File: config.mk
export PLATFORM = sky130hd
export DESIGN_NAME = mxfp4_block_dequantizer
export DESIGN_NICKNAME = d
export VERILOG_FILES = /design/src/mxd_pkg.sv /design/src/mxd_decode.sv /design/src/mxfp4_block_dequantizer.sv
export SDC_FILE = /design/constraint.sdc
export NUM_CORES = 1
export LEC_CHECK = 0
export BUFFER_PORTS_ARGS = -buffer_cell sky130_fd_sc_hd__buf_2
export CORE_MARGIN = 3
export CORE_UTILIZATION = 59
export DETAILED_ROUTE_END_ITERATION = 8
export GPL_ROUTABILITY_DRIVEN = 0
export PLACE_DENSITY = 0.81
export SLEW_MARGIN = 20
export SYNTH_ARGS = -nofsm -noshare
export SYNTH_HDL_FRONTEND = slang
export SYNTH_HIERARCHICAL = 1
export SYNTH_SLANG_ARGS = --single-unit
File: constraint.sdc
create_clock -name clk -period 6 [get_ports clk]
set_clock_uncertainty 0.15 [all_clocks]
set_input_delay 1.2 -clock clk [delete_from_list [all_inputs] [get_ports clk]]
set_output_delay 1.2 -clock clk [all_outputs]
set_load 0.01 [all_outputs]
File: src/mxd_pkg.sv
// ----------------------------------------------------------------------------
// MXFP4 dequantizer package
// Payload types and the nibble-to-fp16 decode function.
// ----------------------------------------------------------------------------
`default_nettype none

package mxd_pkg;

    localparam logic [15:0] FP16_INF  = 16'h7C00;
    localparam logic [15:0] FP16_SIGN = 16'h8000;

    typedef struct packed {
        logic [7:0] weight_byte;
        logic [7:0] scale_exponent;
    } mxd_in_t;

    typedef struct packed {
        logic [15:0] low_half;
        logic [15:0] high_half;
    } mxd_out_t;

    // Decode one E2M1 code scaled by 2^(e-127) into fp16 bits.
    function automatic logic [15:0] decode_nibble(input logic [3:0] code,
                                                  input logic [7:0] e);
        logic [3:0]       m;
        logic [1:0]       p;
        logic signed [9:0] s;
        logic signed [9:0] ex;
        logic signed [9:0] sh;
        logic [15:0]      sign;
        logic [9:0]       frac;
        logic [3:0]       q;
        logic [3:0]       rem;
        logic [3:0]       half;
        logic [2:0]       k;
        logic [15:0]      res;
        sign = code[3] ? FP16_SIGN : 16'h0000;
        case (code[2:1])
            2'd0:    m = {3'b000, code[0]};
            2'd1:    m = {2'b00, 1'b1, code[0]};
            2'd2:    m = {1'b0, 1'b1, code[0], 1'b0};
            default: m = {1'b1, code[0], 2'b00};
        endcase
        if (m[3])      p = 2'd3;
        else if (m[2]) p = 2'd2;
        else if (m[1]) p = 2'd1;
        else           p = 2'd0;
        s  = $signed({2'b00, e}) - 10'sd128;
        ex = s + $signed({8'd0, p});
        sh = s + 10'sd24;
        frac = 10'd0;
        k = 3'd0;
        q = 4'd0;
        rem = 4'd0;
        half = 4'd0;
        if (m == 4'd0) begin
            res = 16'h0000;
        end else if (ex > 10'sd15) begin
            res = sign | FP16_INF;
        end else if (ex >= -10'sd14) begin
            frac = 10'({m, 10'd0} >> p);
            res = sign | {1'b0, 5'(ex + 10'sd15), frac};
        end else if (sh >= 10'sd0) begin
            res = sign | (16'(m) << sh[3:0]);
        end else if (sh <= -10'sd5) begin
            res = sign;
        end else begin
            k = 3'(-sh);
            q = m >> k;
            rem = m & ((4'd1 << k) - 4'd1);
            half = 4'd1 << (k - 3'd1);
            if (rem > half || (rem == half && q[0]))
                q = q + 4'd1;
            res = sign | 16'(q);
        end
        return res;
    endfunction

endpackage

`default_nettype wire

File: src/mxd_decode.sv
// ----------------------------------------------------------------------------
// MXFP4 byte decoder
// Combinational decode of both nibbles of one weight byte.
// ----------------------------------------------------------------------------
`default_nettype none

module mxd_decode (
    input  wire mxd_pkg::mxd_in_t  din,
    output var  mxd_pkg::mxd_out_t dout
);
    import mxd_pkg::*;

    always_comb
    begin
        dout.low_half  = decode_nibble(din.weight_byte[3:0], din.scale_exponent);
        dout.high_half = decode_nibble(din.weight_byte[7:4], din.scale_exponent);
    end
endmodule

`default_nettype wire

File: src/mxfp4_block_dequantizer.sv
// ----------------------------------------------------------------------------
// MXFP4 block dequantizer
// Turns a byte of two E2M1 codes and an E8M0 exponent into two fp16 values.
// ----------------------------------------------------------------------------
//   channel   payload                         handshake
//   in        weight_byte, scale_exponent     in_valid / in_stall
//   out       low_half, high_half             out_valid / out_stall
//
// One transaction per cycle is sustained while out_stall is low; an accepted
// input is held in the input register, then its result in the output register.
// The input register feeds the decode logic, which feeds the output register;
// a stage advances whenever the stage after it is empty or moving.
// Reset clears both valid flags; payload registers are not reset.
// A stall holds a full output stage; in_stall rises only when both are full.
`default_nettype none

module mxfp4_block_dequantizer (
    input  wire                     clk,
    input  wire                     rst_n,
    input  wire                     in_valid,
    output logic                    in_stall,
    input  wire  mxd_pkg::mxd_in_t  in_data,
    output logic                    out_valid,
    input  wire                     out_stall,
    output var   mxd_pkg::mxd_out_t out_data
);
    import mxd_pkg::*;

    mxd_in_t  in_reg;
    logic     in_vld_reg;
    mxd_out_t out_reg;
    logic     out_vld_reg;
    mxd_out_t dec;
    logic     out_take;
    logic     in_take;

    mxd_decode u_decode (
        .din  (in_reg),
        .dout (dec)
    );

    // The output stage may load when it is empty or being drained.
    assign out_take = !out_vld_reg || !out_stall;
    // The input stage may load when it is empty or moving forward.
    assign in_take  = !in_vld_reg || out_take;
    assign in_stall = !in_take;

    always_ff @(posedge clk or negedge rst_n)
    begin
        if (!rst_n)
        begin
            in_vld_reg  <= 1'b0;
            out_vld_reg <= 1'b0;
        end
        else
        begin
            if (in_take)
                in_vld_reg <= in_valid;
            if (out_take)
                out_vld_reg <= in_vld_reg;
        end
    end

    always_ff @(posedge clk)
    begin
        if (in_take && in_valid)
            in_reg <= in_data;
        if (out_take && in_vld_reg)
            out_reg <= dec;
    end

    assign out_valid = out_vld_reg;
    assign out_data  = out_reg;
endmodule

`default_nettype wire

== Word level (Yosys, flattened, before mapping) ==
Index checks and enable logic that the tools add are counted.
Storage, ports and cells
  flip-flop bits (word level): 50
  input port bits: 20
  output and inout port bits: 34
Operators by class
  add/sub/neg operators: 11
  $lt $le $gt $ge: 8
  equal/unequal tests: 6
  shift-type cells: 8
  multiplexer cells: 30
  bitwise operators: 8
  reductions and logical operators: 16
Operators with widths (number)
  2-to-1 mux 16 bit: 10
  2-to-1 mux 4 bit: 12
  OR 16 x 15 -> 16 bit: 2
  OR 16 bit: 2
  OR 16 x 4 -> 16 bit: 2
  left shift 4 x 4 -> 16 bit: 2
  right shift 14 x 2 -> 10 bit: 2
  case mux 4 bit (3 select lines): 2
  adder 9 x 3 -> 10 bit: 2
  greater-or-equal comparator 10 x 5 -> 1 bit (second input constant): 2
  greater-than comparator 10 x 5 -> 1 bit (second input constant): 2
  adder 5 bit (second input constant): 2
  adder 9 x 6 -> 10 bit (second input constant): 1
  greater-or-equal comparator 10 x 1 -> 1 bit (second input constant): 1
  <= comparator 10 x 4 -> 1 bit (second input constant): 1
  subtractor 8 x 8 -> 9 bit (second input constant): 1
  adder 4 x 1 -> 4 bit (second input constant): 2
  AND 4 bit: 2
  == test 4 bit: 2
  greater-than comparator 4 bit: 2
  zero test 4 bit: 2
  2-to-1 mux 2 bit: 4
  left shift 1 x 3 -> 4 bit (first input constant): 2
  right shift 4 x 3 -> 4 bit: 2
  other kinds (10): 23

== Logic depth before layout (Yosys ltp) ==
Gate-level depths: netlist of run 1.
  depth in word-level cells: 20
  gate-level depth with buffers: 16
  gate-level depth less buffers: 14

== By module ==
The synthesis of run 1 kept the hierarchy.
Modules (own cells, without submodules)
  mxd_decode: times used 1, cells an instance 411, area an instance 2686.3 um2
  mxfp4_block_dequantizer: times used 1, cells an instance 56, area an instance 1534.0 um2

== Worst setup path after synthesis of run 1 ==
OpenSTA, ideal clock, no wires.
  kind: reg-to-reg
  start: reg in_reg[1] (netlist bit)
  end: reg out_reg, in the netlist out_data[17] (data pin)
  library setup time: 257 ps
  arrival: 3794 ps
  slack: 1799 ps
  stages on the path, launching flop included: 17
  buffers on the path: 2
  period minus slack after synthesis: 4201 ps
  cell sequence: edfxtp_1 buf_2 clkinv_1 ha_1 ha_1 clkbuf_1 nand2_1 ha_1 xor2_1 nor3_1 ha_1 a21o_1 a221o_1 o31a_1 mux2_1 a21oi_1 nor2_1
Between the ends
  longest elaborated chain between the ends: 20
  elaborated cells on any way between the ends: 32
  those cells by class: add/sub: 7; order compare: 5; eq/ne: 1; shift: 4; mux: 10; bitwise: 3; reduce/logical: 2
Ends and longest elaborated chain
  start, declared: line mxfp4_block_dequantizer.sv:29  | mxd_in_t in_reg;
  start signal, assigned: line mxfp4_block_dequantizer.sv:67  | in_reg <= in_data;
  subtractor 8 x 8 -> 9 bit (*): line mxd_pkg.sv:48  | s = $signed({2'b00, e}) - 10'sd128;
  branches (longest 18 deep; another with adder 9 x 6 -> 10 bit)
  2-to-1 mux 16 bit (*): line mxd_pkg.sv:58  | end else if (ex > 10'sd15) begin
  end signal, assigned: line mxfp4_block_dequantizer.sv:69  | out_reg <= dec;
  end, declared: line mxfp4_block_dequantizer.sv:31  | mxd_out_t out_reg;
Mark *: on every way between the ends. The select of a mux whose other input is x is not followed.
A chain may end at the register's enable or synchronous reset.

== Worst setup path in the final report of run 1 ==
Same ends and word-level chain as after synthesis.

==> impl_metrics.ini, run 1 <==
[routing]
wl_per_cell_um = 17.0
drtAntennaViolNets = 0
via_count = 3815
drtIter0Drc = 500
via_per_inst = 6.40
route.detailed.drc = 0
wirelength_um = 10200
drt-pass1-iter-count = 5

[floorplan]
dieWidth_um = 90.6
start_util_pct = 61.4
io_pins = 54
dieHeight_um = 90.6
coreArea_mm2 = 0.00687
die_area_mm2 = 0.00820
num_rows = 30

[cts]
cts_root_buf = clkbuf_8
cts.sinks = 50
cts_setup_buffers = 0
clk_latency_ns = 0.30
ctsHoldBuffers = 0
cts_resized = 0
numCtsBuffers = 5
path_clk_slew_ns = 0.08
clockBufferDepth = 2
cts_tree = built
h-tree-depth = 2

[worst_setup_path]
cp_common_cell = ha_1
crit_fanout = 23
cp-start-kind = flop
cp_cell_sequence = buf_4 -> clkinv_1 -> ha_1 -> ha_1 -> nand2_1 -> ha_1 -> xor2_1 -> nor3_1 -> ha_1 -> a21o_1 -> a221o_1 -> o31a_1 -> mux2_1 -> a21oi_1 -> nor2_1
critPathMaxStageDelay_ns = 0.52
crit_slowest_cell = ha_1
worstPathArrival_ns = 4.44
critPathCaptureType = flop
cp.required_ns = 5.90
path_class = flop to flop

[global_route]
grt_pass1_vias = 3391
grt-ovfl-total = 0
grt_pass1_wl_um = 16500
antenna_found_initial = 0
grt.total_usage_pct = 24.5
grt_max_degree = 41

[finish]
final_cell_area_mm2 = 0.00462
largest_register_ffs = 32
syn_to_final_growth_pct = 9.46
nets = 553
n_antenna_cell = 0
final_cell_count_no_fill = 596
drive_gt1_share_pct = 16.2
nFillCells = 537

[sta]
fin_crit_sh_pct = 75.7
slew_headroom_pct = 31.6
rsz0062_at_grt = false
min_period_ns = 4.54
worst_slack_ns = 1.46
setup_violations = 0
finalHoldViolations = 0
tightestPinTransition_ns = 1.02
max_freq_mhz = 220
tns_ns = 0
slew_viol_final = 0

[logic_synthesis]
synth_top_area_share_pct = 34.2
synthesis.instances = 467
ys_seq_elements = 50
synth_top_area_cell = edfxtp_1
yosys-top-cells-area = edfxtp_1 (34%), ha_1 (9.5%), xnor2_1 (3.5%), nand2_1 (3.2%), nor2_1 (3.1%)
synth.distinct_cells = 72
synthArstFlopShare_pct = 4.00
syn-cell-area_mm2 = 0.00422
postSynthAreaPerCell_um2 = 9.04
synthesis.nets = 521
synth_top_flop_cell = edfxtp_1
yosys_warnings = 6
yosysSeqAreaShare_pct = 35.3
synth_edf_count = 48

[pwr]
vdd_drop_max_uv = 209
p_per_area_mw_per_mm2 = 212
p_leak_nw = 1.80

[outcome]
outcome = complete, no violations

[placement]
post_dp_cell_area_mm2 = 0.00451
placed_cells = 588
dpl.hpwl_um = 7510
portBuffers = 53
pre_cts_slack_ns = 1.55

[hold_path]
hold_class = flop to flop

[job]
maxCapViolCount = 0
per-layer routing:
layer  vias up  track usage (%)  wire length [um]
li1       1799                -                 -
met5         -                0                 0
met4         0             7.91               221
met1      1741             35.1              4380
met3        37             3.75               958
met2       238             38.0              4590
cells by family (layout without fill, tap and decap cells):
group	count (synthesis)	in the layout	share of synthesized area (%)
and+or+nand+nor	183	183	22.9
adders and majority gates	34	34	10.4
buffers and inverters	50	83	4.86
DFF	50	50	35.3
AOI/OAI and AO/OA	121	121	20.1
xor gates and xnor gates	21	21	4.36
muxes	8	8	1.96
synthesized netlist by cell type (2+ instances only):
cell,n
inv_1,15
and3_1,9
nor3b_1,7
nor2b_1,8
xor2_1,4
nand4_1,4
and2_1,3
o31ai_1,4
a32oi_1,6
a21oi_1,25
nand2_1,36
a41oi_1,3
o21ai_1,5
a211oi_1,3
o21a_1,7
a21bo_1,2
dfrtp_1,2
mux2i_1,6
edfxtp_1,48
nand2b_1,20
o32ai_1,2
nand3b_1,8
inv_2,3
or3_1,7
a21o_1,3
fa_1,2
clkbuf_1,21
a31oi_1,7
o22ai_1,6
or2_2,2
xnor2_1,17
o311ai_1,5
nor3_1,13
ha_1,32
nand3_1,21
o21ai_0,17
buf_2,8
o2111ai_1,8
nor2_1,35
worst paths after layout:
check	to	from	slack (ns)	cells after the start
worst max-delay path	out_data[17]	in_reg[1]	1.46	15
worst min-delay path	out_valid	in_vld_reg	0.39	1
worst max register to register	out_data[17]	in_reg[1]	1.46	15
worst min register to register	out_valid	in_vld_reg	0.39	1
max in group asynchronous	out_valid	rst_n	5.08	1
min in group asynchronous	in_vld_reg	rst_n	0.52	1
where the power goes:
part	switching, mW	internal (mW)
Sequential	0.0238	0.416
Clock	0.106	0.124
Combinational	0.188	0.120
worst max-delay path: cells and delay by family, from the launching register on:
kind,cells,cell delay (ns)
AOI/OAI and AO/OA,4,0.82
xor gates and xnor gates,1,0.17
adders and majority gates,4,1.41
buffers and inverters,2,0.66
DFF,1,0.34
muxes,1,0.33
and+or+nand+nor,3,0.42
per-stage QoR:
stage	total power, mW	utilization (%)	hold WS [ns]
3_3_place_gp	0.736	65.6	0.335
3_5_place_dp	0.746	65.6	0.370
5_1_grt	1.03	67.2	0.411
4_1_cts	0.975	67.2	0.393
6_report	0.979	67.2	0.388
2_1_floorplan	0.669	-	0.317
placed cells by master, fill, tap and decap left out, drive strengths merged, types with 4 or more instances in the layout:
cell type / instances
a31oi: 7
or3: 7
o31ai: 5
o2111ai: 8
o21a: 7
nor2: 36
nor2b: 8
a21o: 4
xor2: 4
xnor2: 17
o21ai: 22
nand4: 4
edfxtp: 48
a21oi: 27
nand2: 37
and3: 9
nor3b: 7
mux2i: 6
clkbuf: 5
buf: 56
nand3: 22
inv: 18
nand3b: 8
ha: 32
a32oi: 6
o22ai: 6
nand2b: 20
nor3: 14
o311ai: 5
area by class of cell:
type / count / area [um^2] / share of cell area, %
repair buffers: 56 / 288 / 6.23
clock inverters: 3 / 45.0 / 0.975
clock buffers: 5 / 68.8 / 1.49
multi-input cells: 367 / 2530 / 54.9
flip-flops and latches: 50 / 1490 / 32.3
well taps: 96 / 120 / 2.60
inverters: 19 / 71.3 / 1.54
Power figures use the tool's default switching activity.
==> run 2: changes to the inputs <==
CORE_UTILIZATION = 53   (was 59)
PLACE_DENSITY = 0.77   (was 0.81)
clock period = 4 ns   (was 6 ns; I/O delays follow)
==> run 2 against run 1 <==
Compared with the run above: via count shrank 0.24%; register-to-register slack got worse by 1.1 ns; cell count increased by 1.8%; fmax is 25% higher; worst hold slack got worse by 0.27 ns; total power is 51% higher; sequential share of layout area fell by 0.41 points; non-clock buffer count up 8; die area is 11% higher; largest cell class unchanged; largest power group unchanged.
==> impl_metrics.ini, run 2 (synthesis results as in run 1) <==
[worst_setup_path]
critPathMaxStageDelay_ns = 0.39
crit_fanout = 10
cp_cell_sequence = inv_2 -> ha_1 -> ha_1 -> inv_1 -> ha_1 -> nand2b_1 -> ha_1 -> a21o_1 -> a221o_1 -> o31a_1 -> mux2_1 -> a21oi_1 -> nor2_1
cp_common_cell = ha_1
worstPathArrival_ns = 3.53
cp-start-kind = flop
crit_slowest_cell = ha_1
critPathCaptureType = flop
path_class = flop to flop
cp.required_ns = 3.90

[floorplan]
die_area_mm2 = 0.00907
dieWidth_um = 95.2
coreArea_mm2 = 0.00749
dieHeight_um = 95.2
start_util_pct = 56.4
io_pins = 54
num_rows = 31

[sta]
slew_headroom_pct = 41.9
tightestPinTransition_ns = 0.865
min_period_ns = 3.63
rsz0062_at_grt = false
finalHoldViolations = 0
setup_violations = 0
tns_ns = 0
slew_viol_final = 0
max_freq_mhz = 275
fin_crit_sh_pct = 90.8

[placement]
placed_cells = 599
portBuffers = 53
dpl.hpwl_um = 7710

[pwr]
comb_power_share_pct = 32.2
p_switching_mw = 0.467
seq_power_share_pct = 43.8
intPower_mw = 1.01
clkPwrFrac_pct = 24.0
p_sw_share_pct = 31.6
p_per_area_mw_per_mm2 = 316
p_leak_nw = 1.84
vdd_drop_max_uv = 191

[cts]
cts_tree = built
clk_latency_ns = 0.30
h-tree-depth = 2
cts_resized = 0
cts.sinks = 50
path_clk_slew_ns = 0.09
cts_setup_buffers = 0
numCtsBuffers = 5
cts_root_buf = clkbuf_8
clockBufferDepth = 2
ctsHoldBuffers = 0

[finish]
syn_to_final_growth_pct = 10.9
final_cell_count_no_fill = 607
largest_register_ffs = 32
nets = 561
drive_gt1_share_pct = 17.5
final_common_cell = buf_2
mostFrequentLayoutCells = buf_2 (53), edfxtp_1 (48), nand2_1 (36), nor2_1 (35), ha_1 (32)
n_antenna_cell = 0

[job]
maxCapViolCount = 0

[routing]
route.detailed.drc = 0
via_count = 3806
drtAntennaViolNets = 0
wl_per_cell_um = 17.1
via_per_inst = 6.27
drtIter0Drc = 381
wirelength_um = 10400
drt-pass1-iter-count = 6

[global_route]
antenna_found_initial = 0
grt_pass1_vias = 3366
grt_max_degree = 40
grt.total_usage_pct = 23.5
grt-ovfl-total = 0
grt_pass1_wl_um = 16600

[hold_path]
hold_class = primary input to asynchronous set/reset pin

[outcome]
outcome = complete, no violations
-- run 2: cell count changes in the layout (fill, tap and decap cells not counted) --
cell / delta
clkinv_2: +1
buf_4: +8
clkinv_1: -1
clkbuf_8: +1
clkbuf_1: +1
a21boi_2: +1
a21boi_4: -1
clkinvlp_4: -2
-- run 2: metal layers --
metal	GRT usage [%]	wire (um)	part of all wire [%]
met4	5.89	129	1.2
met3	3.79	892	8.6
met2	37.8	4960	48
met1	33.2	4430	43
met5	0	0	0
-- run 2: final cells by class --
class	instances	area, um^2
clock inverters	1	30.0
inverters	19	72.6
clock buffers	7	86.3
multi-input cells	367	2530
well taps	99	124
repair buffers	64	348
fillers	629	2810
flip-flops and latches	50	1490
-- run 2: power groups by stage --
stage	combinational (mW)	clock, mW	sequential, mW
6_report	0.477	0.355	0.649
5_1_grt	0.523	0.394	0.653
4_1_cts	0.469	0.365	0.648
3_5_place_dp	0.465	0	0.660
3_3_place_gp	0.453	0	0.658
2_1_floorplan	0.335	0	0.669
-- run 2: critical path: cells and delay by family, from the launching register on --
family	cells	cell delay [ns]
buf+inv	2	0.21
simple gates	2	0.24
compound gates	4	0.81
flops	1	0.37
fa+ha+maj	4	1.29
mux	1	0.32
-- run 2: path summary, 6_finish.rpt --
path	depth (start not counted)	startpoint	slack, ns	end
worst max-delay path	13	in_reg[0]	0.37	out_data[17]
worst min register to register	1	in_vld_reg	0.35	out_valid
worst min-delay path	1	rst_n	0.12	in_vld_reg
worst max register to register	13	in_reg[0]	0.37	out_data[17]
min in group clk	1	in_vld_reg	0.35	out_valid
max in group asynchronous	1	rst_n	3.49	out_valid
-- run 2: through the flow --
stage | worst slack, ns | util [%] | power (mW) | instance area [um^2] | hold WS (ns)
2_1_floorplan | 0.105 | - | 1.00 | 4220 | 0.317
3_3_place_gp | 0.501 | 61.0 | 1.11 | 4560 | 0.319
3_5_place_dp | 0.410 | 61.0 | 1.13 | 4560 | 0.338
4_1_cts | 0.382 | 62.5 | 1.48 | 4680 | 0.106
5_1_grt | 0.0745 | 62.5 | 1.57 | 4680 | 0.0968
6_report | 0.368 | 62.5 | 1.48 | 4680 | 0.116
